`config.mk`:
```
export PLATFORM = sky130hd
export DESIGN_NAME = stfp_div
export DESIGN_NICKNAME = d
export VERILOG_FILES = /design/src/rtl/stfp_pkg.sv /design/src/rtl/stfp_div.sv
export SDC_FILE = /design/constraint.sdc
export NUM_CORES = 1
export LEC_CHECK = 0
export ABC_AREA = 1
export BUFFER_PORTS_ARGS = -buffer_cell sky130_fd_sc_hd__buf_2
export CELL_PAD_IN_SITES_DETAIL_PLACEMENT = 1
export CELL_PAD_IN_SITES_GLOBAL_PLACEMENT = 1
export CORE_MARGIN = 4
export CORE_UTILIZATION = 30
export CTS_CLUSTER_DIAMETER = 120
export DETAILED_ROUTE_END_ITERATION = 8
export HOLD_SLACK_MARGIN = 0.03
export PLACE_DENSITY_LB_ADDON = 0.2
export SLEW_MARGIN = 20
export SYNTH_ARGS = -nofsm -noshare
export SYNTH_HDL_FRONTEND = slang
export SYNTH_SLANG_ARGS = --single-unit
export TNS_END_PERCENT = 20
```
`constraint.sdc`:
```
create_clock -name clk -period 3.7 [get_ports clk]
set_clock_uncertainty 0.2 [all_clocks]
set_input_delay 0.555 -clock clk [delete_from_list [all_inputs] [get_ports clk]]
set_output_delay 0.555 -clock clk [all_outputs]
set_load 0.01 [all_outputs]
```
`src/rtl/stfp_pkg.sv`:
```
package stfp_pkg;

  localparam int MAX_WINDOW_DEF = 63;
  localparam int PIXEL_BITS_DEF = 16;

  localparam int CFG_IDX_W = 3;
  localparam int CFG_DATA_W = 24;

  localparam logic [CFG_IDX_W-1:0] CFG_WINDOW_SIZE = 3'd0;
  localparam logic [CFG_IDX_W-1:0] CFG_LOG_SCALE   = 3'd1;
  localparam logic [CFG_IDX_W-1:0] CFG_SIGMA       = 3'd2;
  localparam logic [CFG_IDX_W-1:0] CFG_STRICT      = 3'd3;
  localparam logic [CFG_IDX_W-1:0] CFG_USE_TEMP    = 3'd4;

  localparam logic [5:0]  WINDOW_SIZE_RST = 6'd31;
  localparam logic [15:0] LN2_Q16         = 16'd45426;

  localparam int ENTRY_DEPTH  = 4;
  localparam int RESULT_DEPTH = 2;

  typedef struct packed {
    logic [15:0]       dt;
    logic [15:0]       ds;
    logic [15:0]       lv;
    logic signed [5:0] ox;
    logic signed [5:0] oy;
    logic              rej;
    logic              last;
  } entry_t;

  typedef struct packed {
    logic [15:0] pred;
    logic        cand;
  } result_t;

  typedef struct packed {
    logic [5:0]  window_size;
    logic [15:0] log_scale;
    logic [23:0] sigma;
  } bcfg_t;

  typedef struct packed {
    logic        start;
    logic [63:0] num;
    logic [47:0] den;
  } div_req_t;

  typedef struct packed {
    logic        busy;
    logic        done;
    logic [63:0] quot;
  } div_rsp_t;

  typedef struct packed {
    logic        start;
    logic [32:0] a;
  } ln_req_t;

  typedef struct packed {
    logic        busy;
    logic        done;
    logic [16:0] ln;
  } ln_rsp_t;

endpackage

```
`src/rtl/stfp_div.sv`:
```
module stfp_div import stfp_pkg::*; (
  input  logic     clk,
  input  logic     rst,
  input  div_req_t req,
  output div_rsp_t rsp
);

  logic [63:0] n;
  logic [63:0] q;
  logic [47:0] d;
  logic [47:0] rem;
  logic [5:0]  cnt;
  logic        busy;
  logic        done;
  logic [48:0] trial;

  assign trial = {rem, n[63]};

  always_ff @(posedge clk) begin
    if (rst) begin
      busy <= 1'b0;
      done <= 1'b0;
    end else begin
      done <= 1'b0;
      if (req.start) begin
        busy <= 1'b1;
      end else if (busy && cnt == 6'd0) begin
        busy <= 1'b0;
        done <= 1'b1;
      end
    end
  end

  // restoring division, one quotient bit a cycle
  always_ff @(posedge clk) begin
    if (req.start) begin
      n   <= req.num;
      d   <= req.den;
      rem <= '0;
      cnt <= 6'd63;
    end else if (busy) begin
      if (trial >= {1'b0, d}) begin
        rem <= 48'(trial - {1'b0, d});
        q   <= {q[62:0], 1'b1};
      end else begin
        rem <= trial[47:0];
        q   <= {q[62:0], 1'b0};
      end
      n   <= {n[62:0], 1'b0};
      cnt <= cnt - 1'b1;
    end
  end

  assign rsp.busy = busy;
  assign rsp.done = done;
  assign rsp.quot = q;

endmodule

```
==> metrics.txt <==
Synth Warn #=0; Final Hold Viols=0; wire per inst=15.8 um; htree depth=1; syn avg cell area=7.71 um^2; Hold Crit Class=input port to flip-flop; CP arrival=3470 ps; number of clock sinks=232; worst-path maximum fanout=33; Peak VDD IR=0.331 mV; Pwr per Cell Area=393 nW/um^2; post-cts resize count=0; fmax=0.314 GHz; Max Cap Viol=0; Crit Path Category=flip-flop to flip-flop; Final min period=3190 ps; commonest non-fill, non-tap cell in the layout=nand2_1; Layout area overhead=22.3%; worst reg-to-reg setup slack=510 ps; Rows=76; Final Slew Violations=0; pin count of the biggest net entering global routing=69; Critical Path Start=d[46]; GP Congestion=0.915; setup_tns=0 ps; initial antenna violation count=1; FF-to-FF Start=d[46]; Die Wd=217 um; FF/Latch Area=6410 um^2; fin nets=2,105; clock tree buffer depth=3; post-route antenna net violation count=0; initial core utilization=30.5%; drt first pass iters=5; static leakage=8.08 nW; DR iter-0 viols=547; most frequent cells in the layout=nand2_1 (703), inv_1 (291), buf_2 (179); Setup crit start kind=flip-flop; Mapped Cells=1,707; Worst-Margin Slew=936 ps; vias=11,300; CTS root buf=clkbuf_16; # setup viols final=0; full die area=47,300 um^2; fillcell total=5,414; Routed WL=40,400 um; footprint of the multi-input gates=5350 um^2; CP endpoint=rem[6]; RSZ-0062 raised after global routing=false; Netlist cell types=36; CTS tree=yes; die height=217 um; Final period util=86.1%; layout cells sized above 1=14.9%; R2R Path End=rem[6]; synthesis-stage register bit count=232; detailed placement HPWL=30,700 um; TritonCTS Buffers=29; mapped cell area=13,200 um^2; sequential area share after synthesis=48.7%; hold slack=71.6 ps; CP Capture Type=flip-flop; Residual DRC=0; GRT Total Usage=17.0%; first-pass GRT wire length=64,900 um; CP Data Required Time=3980 ps; Ports=181; via/cell ratio=4.44; status=finished clean; IO buf count=180; grt total ovfl=0; Net Count, Synth=1,872; max_slew headroom=37.5%; worst r2r path cells=12; core area=43,200 um^2; vias in the first global route=11,900; Reg clk slew, reported paths=60 ps; worst-skew pair later-pin latency=560 ps
power breakdown:
part / internal (mW) / switching (mW) / total, mW
logic: 0.219 / 0.369 / 0.589
clock network: 1.60 / 1.12 / 2.72
registers: 2.97 / 0.0446 / 3.01
total: 4.79 / 1.53 / 6.33
cells by family (layout without fill, tap and decap cells):
group	after synthesis	count (layout)	share of synthesized area, %
and+or+nand+nor	981	981	31.4
buffers and inverters	352	608	10.7
DFF	232	232	48.7
AOI/OAI and AO/OA	69	69	2.87
adders and majority gates	50	50	4.81
xor gates and xnor gates	23	23	1.53
other	0	1	0
layer usage:
| metal | share of wire, % | GRT usage [%] |
|---|---|---|
| met5 | 0 | 0 |
| met2 | 45 | 27.9 |
| met3 | 3.6 | 2.34 |
| met4 | 2.2 | 3.73 |
| met1 | 49 | 23.9 |
cell usage after synthesis, drive strengths merged:
cell type  count  area share, %
xnor2         22            1.5
nand2        711             20
or2            1          0.048
nor3          12           0.46
clkinv         1          0.029
clkbuf        17           0.49
inv          310            8.8
a21oi         33            1.3
dfxtp         56            8.5
fa             1           0.15
ha            49            4.7
nor2          97            3.2
o21bai         6           0.34
nand4         11           0.52
edfxtp       176             40
a22oi          1          0.057
o21a           3           0.17
nand3        123            5.2
xor2           1          0.067
nand3b        25            1.4
buf           24            1.4
o21ai         26           0.99
nor4           1          0.048
layout make-up:
| type | instances | area share [%] |
|---|---|---|
| Multi-Input combinational cell | 1123 | 33.3 |
| Tap cell | 585 | 4.55 |
| Inverter | 311 | 7.26 |
| Antenna cell | 1 | 0.0156 |
| Sequential cell | 232 | 39.8 |
| Timing Repair Buffer | 243 | 9.49 |
| Clock inverter | 14 | 0.785 |
| Clock buffer | 40 | 4.83 |
metrics by stage:
stage          utilization (%)  cell area [um^2]  setup slack, ps  std cells  total power [mW]
3_5_place_dp              34.0             14700              543       2444              3.63
4_1_cts                   37.3             16100              514       2548              6.47
5_1_grt                   37.3             16100              280       2549              6.65
2_1_floorplan                -             13200              115       1707              3.40
3_3_place_gp              34.0             14700              610       2444              3.61
6_report                  37.3             16100              513       2549              6.33
flip-flops by register name, summed over array words and instances, names as in the netlist:
signal and count:
n 64, q 64, d 48, rem 48, cnt 6, busy 1, done 1
worst min path at each step:
| stage | cells past startpoint | startpoint | end |
|---|---|---|---|
| floorplan | 2 | rem[17] | rem[17] |
| global placement | 0 | q[26] | q[27] |
| detailed placement | 0 | q[48] | q[49] |
| CTS | 3 | req[64] | n[16] |
| global route | 3 | req[98] | n[50] |
| finish | 3 | req[91] | n[43] |
worst max-delay path, cell delays in order (launching register included):
cell,delay (ps)
edfxtp_1,330
inv_1,40
ha_1,370
a21oi_1,230
o21ai_0,160
nor2_1,220
nand3_2,120
nor2_4,740
nand2_4,60
buf_4,300
nand2_1,120
nand3_1,70
o21ai_1,120
repair_timing:
item | in CTS | in global routing
endpoints found under the hold margin | 51 | 0
setup endpoints to repair | 0 | 0
hold buffers | 50 | 0
buffers inserted | 0 | 0
(Power assumes the default switching activity.)
