**config.mk**
```make
export PLATFORM = sky130hd
export DESIGN_NAME = stfp_queue
export DESIGN_NICKNAME = d
export VERILOG_FILES = /design/src/rtl/stfp_pkg.sv /design/src/rtl/stfp_queue.sv
export SDC_FILE = /design/constraint.sdc
export NUM_CORES = 1
export LEC_CHECK = 0
export BUFFER_PORTS_ARGS = -buffer_cell sky130_fd_sc_hd__buf_2
export CAP_MARGIN = 20
export CORE_UTILIZATION = 48
export CTS_CLUSTER_DIAMETER = 150
export DETAILED_ROUTE_END_ITERATION = 6
export GPL_ROUTABILITY_DRIVEN = 0
export PLACE_DENSITY = 0.74
export RECOVER_POWER = 50
export SYNTH_ARGS = -nofsm -noshare
export SYNTH_HDL_FRONTEND = slang
export SYNTH_SLANG_ARGS = --single-unit
export TNS_END_PERCENT = 30
```
**constraint.sdc**
```tcl
create_clock -name clk -period 1.65 [get_ports clk]
set_input_delay 0.2475 -clock clk [delete_from_list [all_inputs] [get_ports clk]]
set_output_delay 0.2475 -clock clk [all_outputs]
set_load 0.01 [all_outputs]
```
**src/rtl/stfp_pkg.sv**
```systemverilog
package stfp_pkg;

  localparam int MAX_WINDOW_DEF = 63;
  localparam int PIXEL_BITS_DEF = 16;

  localparam int CFG_IDX_W = 3;
  localparam int CFG_DATA_W = 24;

  localparam logic [CFG_IDX_W-1:0] CFG_WINDOW_SIZE = 3'd0;
  localparam logic [CFG_IDX_W-1:0] CFG_LOG_SCALE   = 3'd1;
  localparam logic [CFG_IDX_W-1:0] CFG_SIGMA       = 3'd2;
  localparam logic [CFG_IDX_W-1:0] CFG_STRICT      = 3'd3;
  localparam logic [CFG_IDX_W-1:0] CFG_USE_TEMP    = 3'd4;

  localparam logic [5:0]  WINDOW_SIZE_RST = 6'd31;
  localparam logic [15:0] LN2_Q16         = 16'd45426;

  localparam int ENTRY_DEPTH  = 4;
  localparam int RESULT_DEPTH = 2;

  typedef struct packed {
    logic [15:0]       dt;
    logic [15:0]       ds;
    logic [15:0]       lv;
    logic signed [5:0] ox;
    logic signed [5:0] oy;
    logic              rej;
    logic              last;
  } entry_t;

  typedef struct packed {
    logic [15:0] pred;
    logic        cand;
  } result_t;

  typedef struct packed {
    logic [5:0]  window_size;
    logic [15:0] log_scale;
    logic [23:0] sigma;
  } bcfg_t;

  typedef struct packed {
    logic        start;
    logic [63:0] num;
    logic [47:0] den;
  } div_req_t;

  typedef struct packed {
    logic        busy;
    logic        done;
    logic [63:0] quot;
  } div_rsp_t;

  typedef struct packed {
    logic        start;
    logic [32:0] a;
  } ln_req_t;

  typedef struct packed {
    logic        busy;
    logic        done;
    logic [16:0] ln;
  } ln_rsp_t;

endpackage

```
**src/rtl/stfp_queue.sv**
```systemverilog
module stfp_queue import stfp_pkg::*; #(
  parameter int W     = 8,
  parameter int DEPTH = 2
) (
  input  logic         clk,
  input  logic         rst,
  input  logic         push,
  output logic         full,
  input  logic [W-1:0] din,
  input  logic         pop,
  output logic         empty,
  output logic [W-1:0] dout
);

  localparam int AW = (DEPTH > 1) ? $clog2(DEPTH) : 1;

  logic [W-1:0]  mem [DEPTH];
  logic [AW-1:0] wr_ptr;
  logic [AW-1:0] rd_ptr;
  logic [AW:0]   count;
  logic          push_ok;
  logic          pop_ok;

  assign full    = (count == (AW+1)'(DEPTH));
  assign empty   = (count == '0);
  assign push_ok = push && !full;
  assign pop_ok  = pop && !empty;
  assign dout    = mem[rd_ptr];

  always_ff @(posedge clk) begin
    if (rst) begin
      wr_ptr <= '0;
      rd_ptr <= '0;
      count  <= '0;
    end else begin
      if (push_ok) begin
        wr_ptr <= (wr_ptr == AW'(DEPTH-1)) ? '0 : wr_ptr + 1'b1;
      end
      if (pop_ok) begin
        rd_ptr <= (rd_ptr == AW'(DEPTH-1)) ? '0 : rd_ptr + 1'b1;
      end
      if (push_ok && !pop_ok) begin
        count <= count + 1'b1;
      end else if (pop_ok && !push_ok) begin
        count <= count - 1'b1;
      end
    end
  end

  always_ff @(posedge clk) begin
    if (push_ok) begin
      mem[wr_ptr] <= din;
    end
  end

endmodule

```
==> results.env <==
OUTCOME='completed'
NUM_ROWS=14
DRT_WL_CELL_UM=12.6
TIMING.MAX_SLEW.REL_SLACK=0.638
TOTAL_LEAKAGE_POWER_nW=0.367
DRT-TOTAL-WL_MM=1.13
NETLIST_INSTANCES=50
REPORT.FINAL.SLEW_VIOL_COUNT=0
MOSTFREQUENTLAYOUTCELLS='sky130_fd_sc_hd__buf_2, sky130_fd_sc_hd__edfxtp_1, sky130_fd_sc_hd__mux2_2'
DRT-INITIAL-DRC-COUNT=5
CLKTRANSATPATHREGS_PS=110
CTS.SINK_COUNT=21
TYPE_OF_ELEMENT_LAUNCHING_THE_CRITICAL_PATH='flip-flop'
INITIAL_ANTENNA_VIOLATION_COUNT=0
MET2WIRELENGTH_UM=564
CRIT_PATH_START='count[1]'
CLASS_OF_THE_MOST_CRITICAL_HOLD_TIMING_PATH='in2reg'
FIN_CRIT_SH=0.937
WORST-SLEW-PIN-TRANSITION_PS=542
NUMBER_OF_GLOBAL_ROUTE_VIAS_BEFORE_REPAIR=429
END_KIND='flip-flop'
YOSYS_WARNINGS=0
GR-USAGE-ALL-LAYERS=0.153
FINAL.SETUP_SKEW_PS=5.71
PORT_BUFFERS=21
SYNTHESIZED_NETLIST_NET_COUNT=63
CTS-ROOT-TO-SINK-BUFFERS=2
DESIGN.DIE.AREA_MM2=0.00182
DRTANTENNAVIOLNETS=0
WORSTPATHCELLLIST='nor2b_2 > nor2_1 > ha_1 > or3_1 > a21oi_1'
POST_DP_CELL_AREA_UM2=913
MOSTFREQUENTLAYOUTCELL='sky130_fd_sc_hd__buf_2'
INITIAL_CELL_DENSITY_OF_THE_CORE=0.521
TOPROUTINGLAYERUSED='met4'
INSERTEDDIODECOUNT=0
NUMBER_OF_SETUP_VIOLATIONS_IN_THE_FINAL_REPORT=0
ROUTE.VIAS.TOTAL=461
MET1_LENGTH_UM=479
PIN_COUNT=22
DIE_H_UM=42.7
AREA_DELTA_SYNTH_FINAL_PCT=18.0
GRT_PASS1_WL_MM=1.89
CRITICAL_PATH.SLOWEST_CELL='sky130_fd_sc_hd__dfxtp_1'
TIMING.CRITICAL_PATH.ARRIVAL_PS=1790
DIE_X_EXTENT_UM=42.7
DRC_ERRORS_LEFT=0
SYNTHDISTINCTLIBCELLS=13
HTREE_NUM_LEVELS=1
ENDPOINT_OF_THE_MOST_CRITICAL_REGISTER_TO_REGISTER_PATH='count[1]'
FIN_NETS=88
SETUP-TNS-FINAL_PS=0
VDD_IR_DROP_MAX_mV=0.847
MAX_FREQ_MHz=647
HOLDPATHSTAGES=1
GRT-OVFL-TOTAL=0
HOLDWS_PS=124
GRT_START_MAX_NET_PINS=12
CELLPOWERDENSITY_mW_PER_MM2=1490
YOSYS_REG_BITS=21
POST_ROUTE_CELLS_DRIVE_ABOVE_1_SHARE=0.405
NETLIST_AREA_UM2=793
SYNTH_SEQ_AREA_SHARE=0.732
GRT_SETUP_UNREPAIRED='no'
R2R_SETUP_SLACK_PS=100
CLOCK-ROOT-BUFFER='sky130_fd_sc_hd__clkbuf_4'
DESIGN_AREA_UM2=936
HOLD_VIOL=0
FINAL_PERIOD_MINUS_WORST_SETUP_SLACK_PS=1550
CLOCK_LATENCY_PS=300
CRIT_PATH_MAX_FANOUT=5
CAPTURE_POINT_OF_THE_CRITICAL_PATH='count[1]'
WORST-SETUP-PATH-TYPE='reg2reg'
CTSHOLDBUFFERS=0
CRITICAL_PATH.N_BUFFERS_INVERTERS=0
R2R-START='count[1]'
DRT-PASS1-ITER-COUNT=3
WORST_EP_REQUIRED_TIME_PS=1900
SYNTH_AREA_PER_CELL_UM2=15.9
TRITONCTS.NUM_BUFFERS=3
CTS_TREE='done'
VIAS_PER_CELL=5.12
MET3_LENGTH_UM=52
CRITICAL_PATH.MAX_STAGE_DELAY_PS=400
DRV.MAX_CAP_VIOLATION_COUNT=0
PATH_DEPTH=5
CORE_BOX_AREA_MM2=0.00152
DEPTH_OF_THE_WORST_REGISTER_TO_REGISTER_PATH=5
PATH_DELAY_FAMILY='simple AND/OR/NAND/NOR gates'
FILLERS=130
## metrics by stage
step	util	total power, W	setup slack, ps	instances
global route	0.614	0.00149	7.64	90
global placement	0.599	0.00116	157	86
floorplan	-	0.00103	158	50
detailed placement	0.599	0.00117	109	86
finish	0.614	0.00139	103	90
CTS	0.617	0.00141	9.67	90
## worst min path at each step
stage | start | to | slack, ps
floorplan | rst | count[1] | 320
global placement | din[3] | mem[0][3] | 440
detailed placement | din[7] | mem[1][7] | 440
CTS | din[6] | mem[0][6] | 110
global route | din[6] | mem[0][6] | 110
finish | din[6] | mem[0][6] | 120
## metal layers
metal	global-route usage	up-vias
met5	0	-
met3	0.0426	4
met4	0.131	0
met1	0.175	216
li1	-	229
met2	0.233	12
## logic make-up after synthesis
logic type | Yosys count | share of synthesized area
DFF | 21 | 0.732
and+or+nand+nor | 9 | 0.0584
muxes | 8 | 0.114
AOI/OAI and AO/OA | 5 | 0.0315
xor gates and xnor gates | 3 | 0.0331
buffers and inverters | 3 | 0.0158
adders and majority gates | 1 | 0.0158
## sequential cells by signal (all words and copies together), names as in the netlist, named ones only
register  cells
wr_ptr        1
rd_ptr        1
mem          16
count         2
## what timing repair did
| item | 4_1_cts | 5_1_grt |
|---|---|---|
| buffers inserted | 0 | 0 |
| resized for setup | 0 | 2 |
| setup endpoints to repair | 0 | 9 |
## power breakdown
group,switching [W],internal (W)
sequential,0.0000688,0.000677
combinational,0.000202,0.000202
clock,0.000149,0.0000943
## synth_stat cells
cell,number,area (µm²)
sky130_fd_sc_hd__a21oi_1,2,10.0
sky130_fd_sc_hd__and2_1,1,6.26
sky130_fd_sc_hd__buf_2,1,5.00
sky130_fd_sc_hd__dfxtp_1,5,100
sky130_fd_sc_hd__edfxtp_1,16,480
sky130_fd_sc_hd__ha_1,1,12.5
sky130_fd_sc_hd__inv_1,2,7.51
sky130_fd_sc_hd__mux2_2,8,90.1
sky130_fd_sc_hd__nor2_1,5,18.8
sky130_fd_sc_hd__nor2b_2,1,8.76
sky130_fd_sc_hd__o21ai_0,3,15.0
sky130_fd_sc_hd__or3_1,2,12.5
sky130_fd_sc_hd__xor2_1,3,26.3
## final cells by class
cell class | count | area (µm²) | area share
Clock buffer | 4 | 26.3 | 0.0281
Inverter | 2 | 7.51 | 0.00802
Multi-Input combinational cell | 26 | 200 | 0.214
Sequential cell | 21 | 582 | 0.622
Tap cell | 16 | 20.0 | 0.0214
Timing Repair Buffer | 21 | 100 | 0.107
(Power assumes the default switching activity.)
