$ cat config.mk
export PLATFORM = sky130hd
export DESIGN_NAME = stfp_front
export DESIGN_NICKNAME = d
export VERILOG_FILES = /design/src/rtl/stfp_pkg.sv /design/src/rtl/stfp_queue.sv /design/src/rtl/stfp_front.sv
export SDC_FILE = /design/constraint.sdc
export NUM_CORES = 1
export LEC_CHECK = 0
export BUFFER_PORTS_ARGS = -buffer_cell sky130_fd_sc_hd__buf_4
export CAP_MARGIN = 20
export CELL_PAD_IN_SITES_DETAIL_PLACEMENT = 2
export CELL_PAD_IN_SITES_GLOBAL_PLACEMENT = 2
export CORE_MARGIN = 1.5
export CORE_UTILIZATION = 44
export CTS_BUF_LIST = sky130_fd_sc_hd__clkbuf_4 sky130_fd_sc_hd__clkbuf_8
export DETAILED_ROUTE_END_ITERATION = 16
export PLACE_DENSITY_LB_ADDON = 0.1
export REMOVE_ABC_BUFFERS = 1
export SLEW_MARGIN = 0
export SYNTH_ARGS = -nofsm -noshare
export SYNTH_HDL_FRONTEND = slang
export SYNTH_SLANG_ARGS = --single-unit
export TNS_END_PERCENT = 1
$ cat constraint.sdc
create_clock -name clk -period 9.6 [get_ports clk]
set_input_delay 0.48 -clock clk [delete_from_list [all_inputs] [get_ports clk]]
set_output_delay 0.48 -clock clk [all_outputs]
set_load 0.02 [all_outputs]
$ cat src/rtl/stfp_pkg.sv
package stfp_pkg;

  localparam int MAX_WINDOW_DEF = 63;
  localparam int PIXEL_BITS_DEF = 16;

  localparam int CFG_IDX_W = 3;
  localparam int CFG_DATA_W = 24;

  localparam logic [CFG_IDX_W-1:0] CFG_WINDOW_SIZE = 3'd0;
  localparam logic [CFG_IDX_W-1:0] CFG_LOG_SCALE   = 3'd1;
  localparam logic [CFG_IDX_W-1:0] CFG_SIGMA       = 3'd2;
  localparam logic [CFG_IDX_W-1:0] CFG_STRICT      = 3'd3;
  localparam logic [CFG_IDX_W-1:0] CFG_USE_TEMP    = 3'd4;

  localparam logic [5:0]  WINDOW_SIZE_RST = 6'd31;
  localparam logic [15:0] LN2_Q16         = 16'd45426;

  localparam int ENTRY_DEPTH  = 4;
  localparam int RESULT_DEPTH = 2;

  typedef struct packed {
    logic [15:0]       dt;
    logic [15:0]       ds;
    logic [15:0]       lv;
    logic signed [5:0] ox;
    logic signed [5:0] oy;
    logic              rej;
    logic              last;
  } entry_t;

  typedef struct packed {
    logic [15:0] pred;
    logic        cand;
  } result_t;

  typedef struct packed {
    logic [5:0]  window_size;
    logic [15:0] log_scale;
    logic [23:0] sigma;
  } bcfg_t;

  typedef struct packed {
    logic        start;
    logic [63:0] num;
    logic [47:0] den;
  } div_req_t;

  typedef struct packed {
    logic        busy;
    logic        done;
    logic [63:0] quot;
  } div_rsp_t;

  typedef struct packed {
    logic        start;
    logic [32:0] a;
  } ln_req_t;

  typedef struct packed {
    logic        busy;
    logic        done;
    logic [16:0] ln;
  } ln_rsp_t;

endpackage

$ cat src/rtl/stfp_queue.sv
module stfp_queue import stfp_pkg::*; #(
  parameter int W     = 8,
  parameter int DEPTH = 2
) (
  input  logic         clk,
  input  logic         rst,
  input  logic         push,
  output logic         full,
  input  logic [W-1:0] din,
  input  logic         pop,
  output logic         empty,
  output logic [W-1:0] dout
);

  localparam int AW = (DEPTH > 1) ? $clog2(DEPTH) : 1;

  logic [W-1:0]  mem [DEPTH];
  logic [AW-1:0] wr_ptr;
  logic [AW-1:0] rd_ptr;
  logic [AW:0]   count;
  logic          push_ok;
  logic          pop_ok;

  assign full    = (count == (AW+1)'(DEPTH));
  assign empty   = (count == '0);
  assign push_ok = push && !full;
  assign pop_ok  = pop && !empty;
  assign dout    = mem[rd_ptr];

  always_ff @(posedge clk) begin
    if (rst) begin
      wr_ptr <= '0;
      rd_ptr <= '0;
      count  <= '0;
    end else begin
      if (push_ok) begin
        wr_ptr <= (wr_ptr == AW'(DEPTH-1)) ? '0 : wr_ptr + 1'b1;
      end
      if (pop_ok) begin
        rd_ptr <= (rd_ptr == AW'(DEPTH-1)) ? '0 : rd_ptr + 1'b1;
      end
      if (push_ok && !pop_ok) begin
        count <= count + 1'b1;
      end else if (pop_ok && !push_ok) begin
        count <= count - 1'b1;
      end
    end
  end

  always_ff @(posedge clk) begin
    if (push_ok) begin
      mem[wr_ptr] <= din;
    end
  end

endmodule

$ cat src/rtl/stfp_front.sv
module stfp_front import stfp_pkg::*; (
  input  logic              clk,
  input  logic              rst,
  input  logic              push,
  output logic              full,
  input  logic [15:0]       fine_value,
  input  logic [15:0]       temporal_diff,
  input  logic [15:0]       spectral_diff,
  input  logic [15:0]       local_value,
  input  logic              sample_valid,
  input  logic signed [5:0] offset_x,
  input  logic signed [5:0] offset_y,
  input  logic [15:0]       centre_fine,
  input  logic [23:0]       similarity_tol,
  input  logic [15:0]       temporal_limit,
  input  logic [15:0]       spectral_limit,
  input  logic              last_element,
  input  logic              strict_filter,
  input  logic              use_temp_diff,
  input  logic              q_pop,
  output logic              q_empty,
  output entry_t            q_dout
);

  logic [15:0] diff;
  logic        sim_fail;
  logic        tge;
  logic        sge;
  logic        diff_fail;
  entry_t      ent;

  always_comb begin
    diff      = (centre_fine > fine_value) ? centre_fine - fine_value
                                           : fine_value - centre_fine;
    sim_fail  = {diff, 8'h00} >= similarity_tol;
    tge       = temporal_diff >= temporal_limit;
    sge       = spectral_diff >= spectral_limit;
    diff_fail = strict_filter ? (tge || sge) : (tge && sge);
    ent.dt    = use_temp_diff ? temporal_diff : 16'h0000;
    ent.ds    = spectral_diff;
    ent.lv    = local_value;
    ent.ox    = offset_x;
    ent.oy    = offset_y;
    // filter sees the temporal diff before it is zeroed
    ent.rej   = !sample_valid || sim_fail || diff_fail;
    ent.last  = last_element;
  end

  stfp_queue #(
    .W     ($bits(entry_t)),
    .DEPTH (ENTRY_DEPTH)
  ) u_queue (
    .clk   (clk),
    .rst   (rst),
    .push  (push),
    .full  (full),
    .din   (ent),
    .pop   (q_pop),
    .empty (q_empty),
    .dout  (q_dout)
  );

endmodule

==> results.yml <==
timing:
  setup_ws_ns: 5.54
  slew_headroom_pct: 32.1
  setup_tns_ns: 0
  final_max_slew_viol_count: 0
  period_share_pct: 42.3
  fmax_mhz: 246
  clock_skew_ns: 0.0344
  rsz0062_at_grt: "no"
  finalSetupViolations: 0
  hold_viol_final: 0
  fin_crit_ns: 4.06
  tightestPinTransition_ns: 1.02
  holdWs_ns: 0.118
worst_setup_path:
  rr_startpoint: "u_queue.count[0]"
  timing.rr.end: "u_queue.count[2]"
  arrival_ns: 4.31
  worst_ep_required_time_ns: 9.85
  critPathCaptureType: "flip-flop"
  crit_chain: "buf_4 > inv_1 > ha_1 > inv_1 > fa_1 > a211o_1 > a211oi_1 > o21ai_1 > o211a_4 > a211oi_1 > a31oi_1 > xor2_1 > ha_1 > and4b_1 > a31oi_1 > a21oi_1 > o21ai_0 > a21oi_1 > or3_1"
  path_max_fanout: 15
  r2r_slack_ns: 7.17
  reg2regPathDepth: 8
  cp_slowest_cell: "or3_1"
  critPathTopFamily: "compound AO/OA/AOI/OAI gates"
  criticalPathCategory: "input port to flip-flop"
  crit_buf_inv: 3
  slowest_delay_ns: 0.42
  cp-start-kind: "input port"
outcome:
  status: "finished, final reports clean"
synthesis:
  synth_area_leader_cell: "edfxtp_1"
  synth_top_area_share_pct: 60.6
  syn_area_per_cell_um2: 15.8
  synthCells: 778
  synth_cell_types: 63
  synthFlopType: "edfxtp_1"
  synth.area.top_cells: "edfxtp_1 61%, mux4_2 11%, ha_1 8.7%, inv_1 2.7%, a21oi_1 1.7%"
  synth_edf_count: 248
  ys_ff_latch: 257
  synth_async_sr_flop_share_pct: 0
  ys_warn_count: 0
  seq_area_frac_synth_pct: 62.1
  ys_top_cells_by_count: "248 x edfxtp_1, 87 x inv_1, 85 x ha_1"
  syn_area_um2: 12300
  yosysMostFrequentCell: "edfxtp_1"
placed_design:
  gp_congestion: 0.855
  pre_cts_slack_ns: 5.09
  dp_hpwl_um: 24300
  portBuffers: 219
die:
  std_cell_rows: 60
  io_pins: 220
  start_util_pct: 45.2
  core_um2: 27200
  die-area_um2: 28900
  die_h_um: 170
  die_w_um: 170
layout:
  fin_nets: 1262
  drive_above_1_share_pct: 35.8
  syn2layout_area_growth_pct: 23.0
  utilization_pct: 55.6
power:
  p_leak_nw: 6.01
  vdd_drop_max_uv: 122
  power_density_nw_per_um2: 225
  power.total_mw: 3.39
cts:
  htreeDepth: 2
  clk_path_buf_depth: 3
  cts_root_buf: "clkbuf_8"
  cts_tree: "yes"
  cts_resized: 0
  clk_pin_slew_worst_paths_ns: 0.07
  clock_latency_ns: 0.55
  cts_sinks: 257
  hold_buffers: 0
  numCtsBuffers: 45
  post_cts_buffers: 0
grt:
  grt_pass1_vias: 8625
  use_met3_pct: 5.79
  grt_antenna_before_repair: 1
  grt_max_degree: 63
  grt_pass1_wl_um: 52200
  grtUsageMet1_pct: 28.4
  grt-ovfl-total: 0
  gr-max-usage-layer: "met2"
  use_met2_pct: 44.4
  track_usage_pct: 24.4
drt:
  wire_per_inst_um: 24.3
  drt_iter0_markers: 436
  drcViolationCount: 0
  vias: 7641
  routed_wirelength_um: 34700
  drtAntennaViolNets: 0
  dr.pass1.iters: 4
  viasPerCell: 5.36
hold_path:
  min-delay-start: "offset_y[2]"
  hold_end: "u_queue.mem[0][4]"
  holdPathStages: 1
  min_path_type: "input port to flip-flop"
flow_run:
  cap_viol_max_count: 0
[cell type report]
cell class	count	area (um^2)
fillers	2554	12100
well taps	372	465
multi-input cells	407	4150
inverters	87	327
repair buffers	220	1650
clock buffers	66	783
flip-flops and latches	257	7630
clock inverters	16	90.1
diodes	1	2.50
[metal layers]
metal,up-vias,wire length [um]
met5,-,0
met4,0,826
met3,50,2040
met2,214,18300
met1,3913,13500
li1,3464,-
[metrics by stage]
step / cell area [um^2] / std cells
6_report: 15100 / 1426
5_1_grt: 15100 / 1426
4_1_cts: 15100 / 1425
3_5_place_dp: 14200 / 1343
3_3_place_gp: 14200 / 1343
2_1_floorplan: 12100 / 751
[logic make-up after synthesis]
logic type                 count (synthesis)  synth area share, %
AOI/OAI and AO/OA                        124                 6.44
buffers and inverters                    114                 4.18
muxes                                     71                 12.1
xor gates and xnor gates                  16                 1.14
and+or+nand+nor                          108                 4.87
adders and majority gates                 88                 9.15
DFF                                      257                 62.1
[registers in the layout (all words and copies together) (netlist names), named ones only]
name and count:
u_queue.count 3, u_queue.mem 248, u_queue.rd_ptr 2, u_queue.wr_ptr 2
[how the worst max path moves through the flow]
stage / start / to / cells past startpoint
4_1_cts: centre_fine[0] / u_queue.mem[3][1] / 19
3_3_place_gp: centre_fine[0] / u_queue.mem[0][1] / 19
5_1_grt: centre_fine[0] / u_queue.mem[3][1] / 19
6_report: centre_fine[0] / u_queue.mem[3][1] / 19
2_1_floorplan: centre_fine[0] / u_queue.mem[0][1] / 18
3_5_place_dp: centre_fine[0] / u_queue.mem[3][1] / 19
[power by group]
part	internal, mW	leakage, nW	switching, mW
Clock	0.528	0.465	0.454
Combinational	0.446	3.18	0.523
Sequential	1.36	2.36	0.0783
Total	2.34	6.01	1.06
[layout by cell type (no fill, tap or decap), types with 16 or more instances in the layout]
cell      count
buf_4       220
nor2_1       22
mux4_2       62
o21ai_0      24
clkbuf_8     46
nand2_1      22
edfxtp_1    248
inv_1        87
a21oi_1      42
ha_1         85
clkbuf_4     20
and2_1       16
(Power assumes the default switching activity.)
