### config.mk
export PLATFORM = sky130hd
export DESIGN_NAME = stfp_ln
export DESIGN_NICKNAME = d
export VERILOG_FILES = /design/src/rtl/stfp_pkg.sv /design/src/rtl/stfp_ln.sv
export SDC_FILE = /design/constraint.sdc
export NUM_CORES = 2
export LEC_CHECK = 0
export ABC_AREA = 1
export BUFFER_PORTS_ARGS = -buffer_cell sky130_fd_sc_hd__buf_2
export CORE_MARGIN = 2
export CORE_UTILIZATION = 55
export DETAILED_ROUTE_END_ITERATION = 12
export GPL_TIMING_DRIVEN = 1
export PLACE_DENSITY_LB_ADDON = 0.25
export SYNTH_ARGS = -nofsm -noshare
export SYNTH_HDL_FRONTEND = slang
export SYNTH_SLANG_ARGS = --single-unit
export TNS_END_PERCENT = 20
### constraint.sdc
create_clock -name clk -period 8.2 [get_ports clk]
set_input_delay 1.23 -clock clk [delete_from_list [all_inputs] [get_ports clk]]
set_output_delay 1.23 -clock clk [all_outputs]
set_load 0.05 [all_outputs]
### src/rtl/stfp_pkg.sv
package stfp_pkg;

  localparam int MAX_WINDOW_DEF = 63;
  localparam int PIXEL_BITS_DEF = 16;

  localparam int CFG_IDX_W = 3;
  localparam int CFG_DATA_W = 24;

  localparam logic [CFG_IDX_W-1:0] CFG_WINDOW_SIZE = 3'd0;
  localparam logic [CFG_IDX_W-1:0] CFG_LOG_SCALE   = 3'd1;
  localparam logic [CFG_IDX_W-1:0] CFG_SIGMA       = 3'd2;
  localparam logic [CFG_IDX_W-1:0] CFG_STRICT      = 3'd3;
  localparam logic [CFG_IDX_W-1:0] CFG_USE_TEMP    = 3'd4;

  localparam logic [5:0]  WINDOW_SIZE_RST = 6'd31;
  localparam logic [15:0] LN2_Q16         = 16'd45426;

  localparam int ENTRY_DEPTH  = 4;
  localparam int RESULT_DEPTH = 2;

  typedef struct packed {
    logic [15:0]       dt;
    logic [15:0]       ds;
    logic [15:0]       lv;
    logic signed [5:0] ox;
    logic signed [5:0] oy;
    logic              rej;
    logic              last;
  } entry_t;

  typedef struct packed {
    logic [15:0] pred;
    logic        cand;
  } result_t;

  typedef struct packed {
    logic [5:0]  window_size;
    logic [15:0] log_scale;
    logic [23:0] sigma;
  } bcfg_t;

  typedef struct packed {
    logic        start;
    logic [63:0] num;
    logic [47:0] den;
  } div_req_t;

  typedef struct packed {
    logic        busy;
    logic        done;
    logic [63:0] quot;
  } div_rsp_t;

  typedef struct packed {
    logic        start;
    logic [32:0] a;
  } ln_req_t;

  typedef struct packed {
    logic        busy;
    logic        done;
    logic [16:0] ln;
  } ln_rsp_t;

endpackage

### src/rtl/stfp_ln.sv
module stfp_ln import stfp_pkg::*; (
  input  logic    clk,
  input  logic    rst,
  input  ln_req_t req,
  output ln_rsp_t rsp
);

  typedef enum logic [2:0] {
    L_IDLE,
    L_NORM,
    L_MUL,
    L_UPD,
    L_SCALE
  } lstate_t;

  lstate_t     state;
  logic        done;
  logic [32:0] norm;
  logic [5:0]  p;
  logic [30:0] mm;
  logic [61:0] prod;
  logic [4:0]  lg_int;
  logic [11:0] lg_frac;
  logic [3:0]  step;
  logic [32:0] lnp;
  logic [31:0] sq;

  assign sq = prod[61:30];

  always_ff @(posedge clk) begin
    if (rst) begin
      state <= L_IDLE;
      done  <= 1'b0;
    end else begin
      done <= 1'b0;
      unique case (state)
        L_IDLE: begin
          if (req.start) begin
            norm  <= req.a;
            p     <= 6'd32;
            state <= L_NORM;
          end
        end
        // one bit a cycle until the leading one reaches the top
        L_NORM: begin
          if (norm[32]) begin
            mm      <= norm[32:2];
            lg_int  <= 5'(p - 6'd8);
            lg_frac <= '0;
            step    <= 4'd11;
            state   <= L_MUL;
          end else begin
            norm <= {norm[31:0], 1'b0};
            p    <= p - 1'b1;
          end
        end
        L_MUL: begin
          prod  <= 62'(mm * mm);
          state <= L_UPD;
        end
        L_UPD: begin
          if (sq[31]) begin
            mm      <= sq[31:1];
            lg_frac <= {lg_frac[10:0], 1'b1};
          end else begin
            mm      <= sq[30:0];
            lg_frac <= {lg_frac[10:0], 1'b0};
          end
          if (step == 4'd0) begin
            state <= L_SCALE;
          end else begin
            step  <= step - 1'b1;
            state <= L_MUL;
          end
        end
        L_SCALE: begin
          lnp   <= 33'({lg_int, lg_frac} * LN2_Q16);
          done  <= 1'b1;
          state <= L_IDLE;
        end
        default: state <= L_IDLE;
      endcase
    end
  end

  assign rsp.busy = (state != L_IDLE);
  assign rsp.done = done;
  assign rsp.ln   = lnp[32:16];

endmodule

==> flow_summary.yaml <==
timing:
  timing_hold_violations_final: 0
  period_needed_ns: 7.68
  worst_clock_skew_ns: 0.0172
  timing.max_slew.rel_slack_pct: 18.9
  setup_viol: 0
  final_period_util_pct: 93.7
  rsz0062_at_grt: "false"
  number_of_slew_limit_violations_in_the_final_report: 0
  max_freq_ghz: 0.130
  max_slew.worst_pin.slew_ns: 1.21
  timing.setup.tns_ns: 0
setup_path:
  worst_ep_required_time_ns: 8.39
  critPathLaunchType: "register"
  r2r_setup_slack_ns: 0.52
  reg2reg_to: "prod[44]"
  arrival_ns: 7.87
  worst-r2r-cell-count: 21
  path_class: "register to register"
  critical_path_peak_fanout: 20
  worstSetupEndpointType: "register"
  worst_r2r_startpoint: "mm[11]"
floorplan:
  num_io_pins: 55
  placeableCoreArea_sq_um: 71200
  die_width_um: 272
  initial_core_utilization_pct: 55.3
  placement_rows: 98
  die-area_sq_um: 73800
  die_h_um: 272
layout:
  num-nets-final: 5981
  final_core_utilization_pct: 58.3
  syn_to_final_growth_pct: 5.41
  final_cell_mix: "sky130_fd_sc_hd__inv_1, sky130_fd_sc_hd__nand2_1, sky130_fd_sc_hd__fa_1, sky130_fd_sc_hd__ha_1, sky130_fd_sc_hd__nor2_1"
  antennaDiodeCount: 0
  layout-drive-gt1-share_pct: 3.69
  leading_cell_type_in_the_layout_fill_and_taps_excluded: "sky130_fd_sc_hd__inv_1"
  fillCellCount: 6392
yosys:
  yosys.cell_types.count: 42
  synthCells: 4708
  async_flop_share_pct: 0
  synth-seq-area-share_pct: 10.8
  syn_nets: 5961
  synth-main-ff-cell: "sky130_fd_sc_hd__edfxtp_1"
  ys.warnings.count: 0
  synth_edf_count: 139
  netlist_area_sq_um: 39400
  synth.ff_latch_count: 143
  syn-mean-instance-area_sq_um: 8.37
global_routing:
  grt_start_max_net_pins: 46
  grt_util_all_layers_pct: 28.4
  grt_pass1_wl_mm: 161
  antenna_violations_before_repair: 0
  overflow: 0
  grt_pass1_vias: 30100
status:
  run_status: "finished clean"
route:
  vias_per_cell: 5.04
  routed_wl_mm: 100
  route.detailed.drc: 0
  drt-initial-drc-count: 2026
  routedWlPerCell_um: 17.6
  ant_nets: 0
  firstDrtPassIters: 6
  via_count: 28700
cts:
  post-cts-setup-buffer-count: 0
  clockBufferDepth: 2
  post_cts_resized: 0
  clk-insertion-delay-late_ns: 0.46
  clockRootBuffer: "sky130_fd_sc_hd__clkbuf_16"
  numCtsBuffers: 17
  post_cts_hold_buffer_count: 0
  cts_sinks: 143
  clock_tree_from_tritoncts: "built"
  clk_pin_slew_ns: 0.08
  htreeDepth: 4
hold_path:
  worst_hold_startpoint: "p[1]"
  class_of_the_most_critical_hold_timing_path: "register to register"
  worst_hold_path.endpoint: "lg_int[1]"
  hold_path_depth: 0
placement:
  io_buffers: 54
  gp_congestion: 1.01
  dpl.hpwl_mm: 85.5
run:
  cap_violations: 0
how the worst max path moves through the flow:
stage	from	to	slack, ns
2_1_floorplan	mm[24]	prod[58]	1.48
3_3_place_gp	mm[11]	prod[44]	0.64
3_5_place_dp	mm[11]	prod[44]	0.67
4_1_cts	mm[11]	prod[44]	0.62
5_1_grt	mm[11]	prod[60]	0.22
6_report	mm[11]	prod[44]	0.52
cell type report:
cell class / count / area (sq um) / share of cell area [%]
multi-input combinational: 2867 / 28800 / 69.3
inverter: 1585 / 5950 / 14.3
sequential: 143 / 4250 / 10.2
tap: 950 / 1190 / 2.86
timing repair buffer: 114 / 758 / 1.83
clock buffer: 17 / 425 / 1.02
clock inverter: 15 / 190 / 0.458
metal layers:
layer	vias to the layer above	wire length (um)	track usage, %
li1	13600	-	-
met1	14000	43000	39.3
met2	865	47000	46.3
met3	196	6020	3.64
met4	0	4240	10.3
met5	-	0	0
flip-flops by register name, indices dropped and copies added (netlist names):
| signal | count |
|---|---|
| state | 3 |
| p | 5 |
| norm | 33 |
| prod | 32 |
| lg_frac | 12 |
| done | 1 |
| lg_int | 5 |
| lnp | 17 |
| step | 4 |
| mm | 31 |
worst max-delay path: stages, from the launching register on:
cell and delay (ns):
sky130_fd_sc_hd__edfxtp_1 1.14, sky130_fd_sc_hd__buf_4 0.39, sky130_fd_sc_hd__nand2_1 0.07, sky130_fd_sc_hd__inv_1 0.12
sky130_fd_sc_hd__fa_1 0.44, sky130_fd_sc_hd__fa_1 0.49, sky130_fd_sc_hd__inv_1 0.05, sky130_fd_sc_hd__fa_1 0.50
sky130_fd_sc_hd__fa_1 0.56, sky130_fd_sc_hd__inv_1 0.07, sky130_fd_sc_hd__fa_1 0.56, sky130_fd_sc_hd__fa_1 0.43
sky130_fd_sc_hd__fa_1 0.52, sky130_fd_sc_hd__fa_1 0.43, sky130_fd_sc_hd__ha_1 0.33, sky130_fd_sc_hd__nand2_1 0.10
sky130_fd_sc_hd__nor2_1 0.29, sky130_fd_sc_hd__nand2_1 0.23, sky130_fd_sc_hd__nor2_1 0.30, sky130_fd_sc_hd__nand3_1 0.16
sky130_fd_sc_hd__nand4_1 0.12, sky130_fd_sc_hd__nand2_1 0.10
synthesized netlist by cell type, types with 5 or more instances:
cell / n / area (sq um)
sky130_fd_sc_hd__inv_1: 1580 / 5930
sky130_fd_sc_hd__nand2_1: 1072 / 4020
sky130_fd_sc_hd__fa_1: 827 / 16600
sky130_fd_sc_hd__ha_1: 390 / 4880
sky130_fd_sc_hd__nor2_1: 167 / 627
sky130_fd_sc_hd__edfxtp_1: 139 / 4170
sky130_fd_sc_hd__a21oi_1: 99 / 495
sky130_fd_sc_hd__clkbuf_1: 91 / 342
sky130_fd_sc_hd__nand3_1: 82 / 410
sky130_fd_sc_hd__o21ai_0: 33 / 165
sky130_fd_sc_hd__a22o_1: 31 / 272
sky130_fd_sc_hd__xor2_1: 26 / 228
sky130_fd_sc_hd__nand4_1: 19 / 119
sky130_fd_sc_hd__nor3_1: 19 / 95.1
sky130_fd_sc_hd__xnor2_1: 19 / 166
sky130_fd_sc_hd__o221ai_1: 18 / 158
sky130_fd_sc_hd__o21bai_1: 17 / 128
sky130_fd_sc_hd__buf_1: 12 / 45.0
sky130_fd_sc_hd__o221ai_2: 10 / 150
sky130_fd_sc_hd__buf_2: 7 / 35.0
sky130_fd_sc_hd__nor4_1: 6 / 37.5
sky130_fd_sc_hd__a21o_1: 5 / 37.5
sky130_fd_sc_hd__inv_2: 5 / 18.8
sky130_fd_sc_hd__or2_2: 5 / 31.3
cell families (layout without fill, tap and decap cells):
family          count (synthesis)  in the layout  share of synthesized area, %
fa+ha+maj                    1217           1217                          54.4
flops                         143            143                          10.8
compound gates                223            223                          3.77
simple gates                 1382           1382                          13.8
buf+inv                      1698           1731                          16.2
xor+xnor                       45             45                          1.00
stage by stage:
step	cells	cell area, sq um	hold WS [ns]	setup WS [ns]
2_1_floorplan	4708	39400	0.446	1.48
3_3_place_gp	5659	40900	0.467	0.638
3_5_place_dp	5659	40900	0.468	0.667
4_1_cts	5691	41500	0.490	0.617
5_1_grt	5691	41500	0.520	0.217
6_report	5691	41500	0.494	0.517
Power is not shown: default switching activity piles up to over one toggle a cycle in this logic, so the estimate is an artifact.
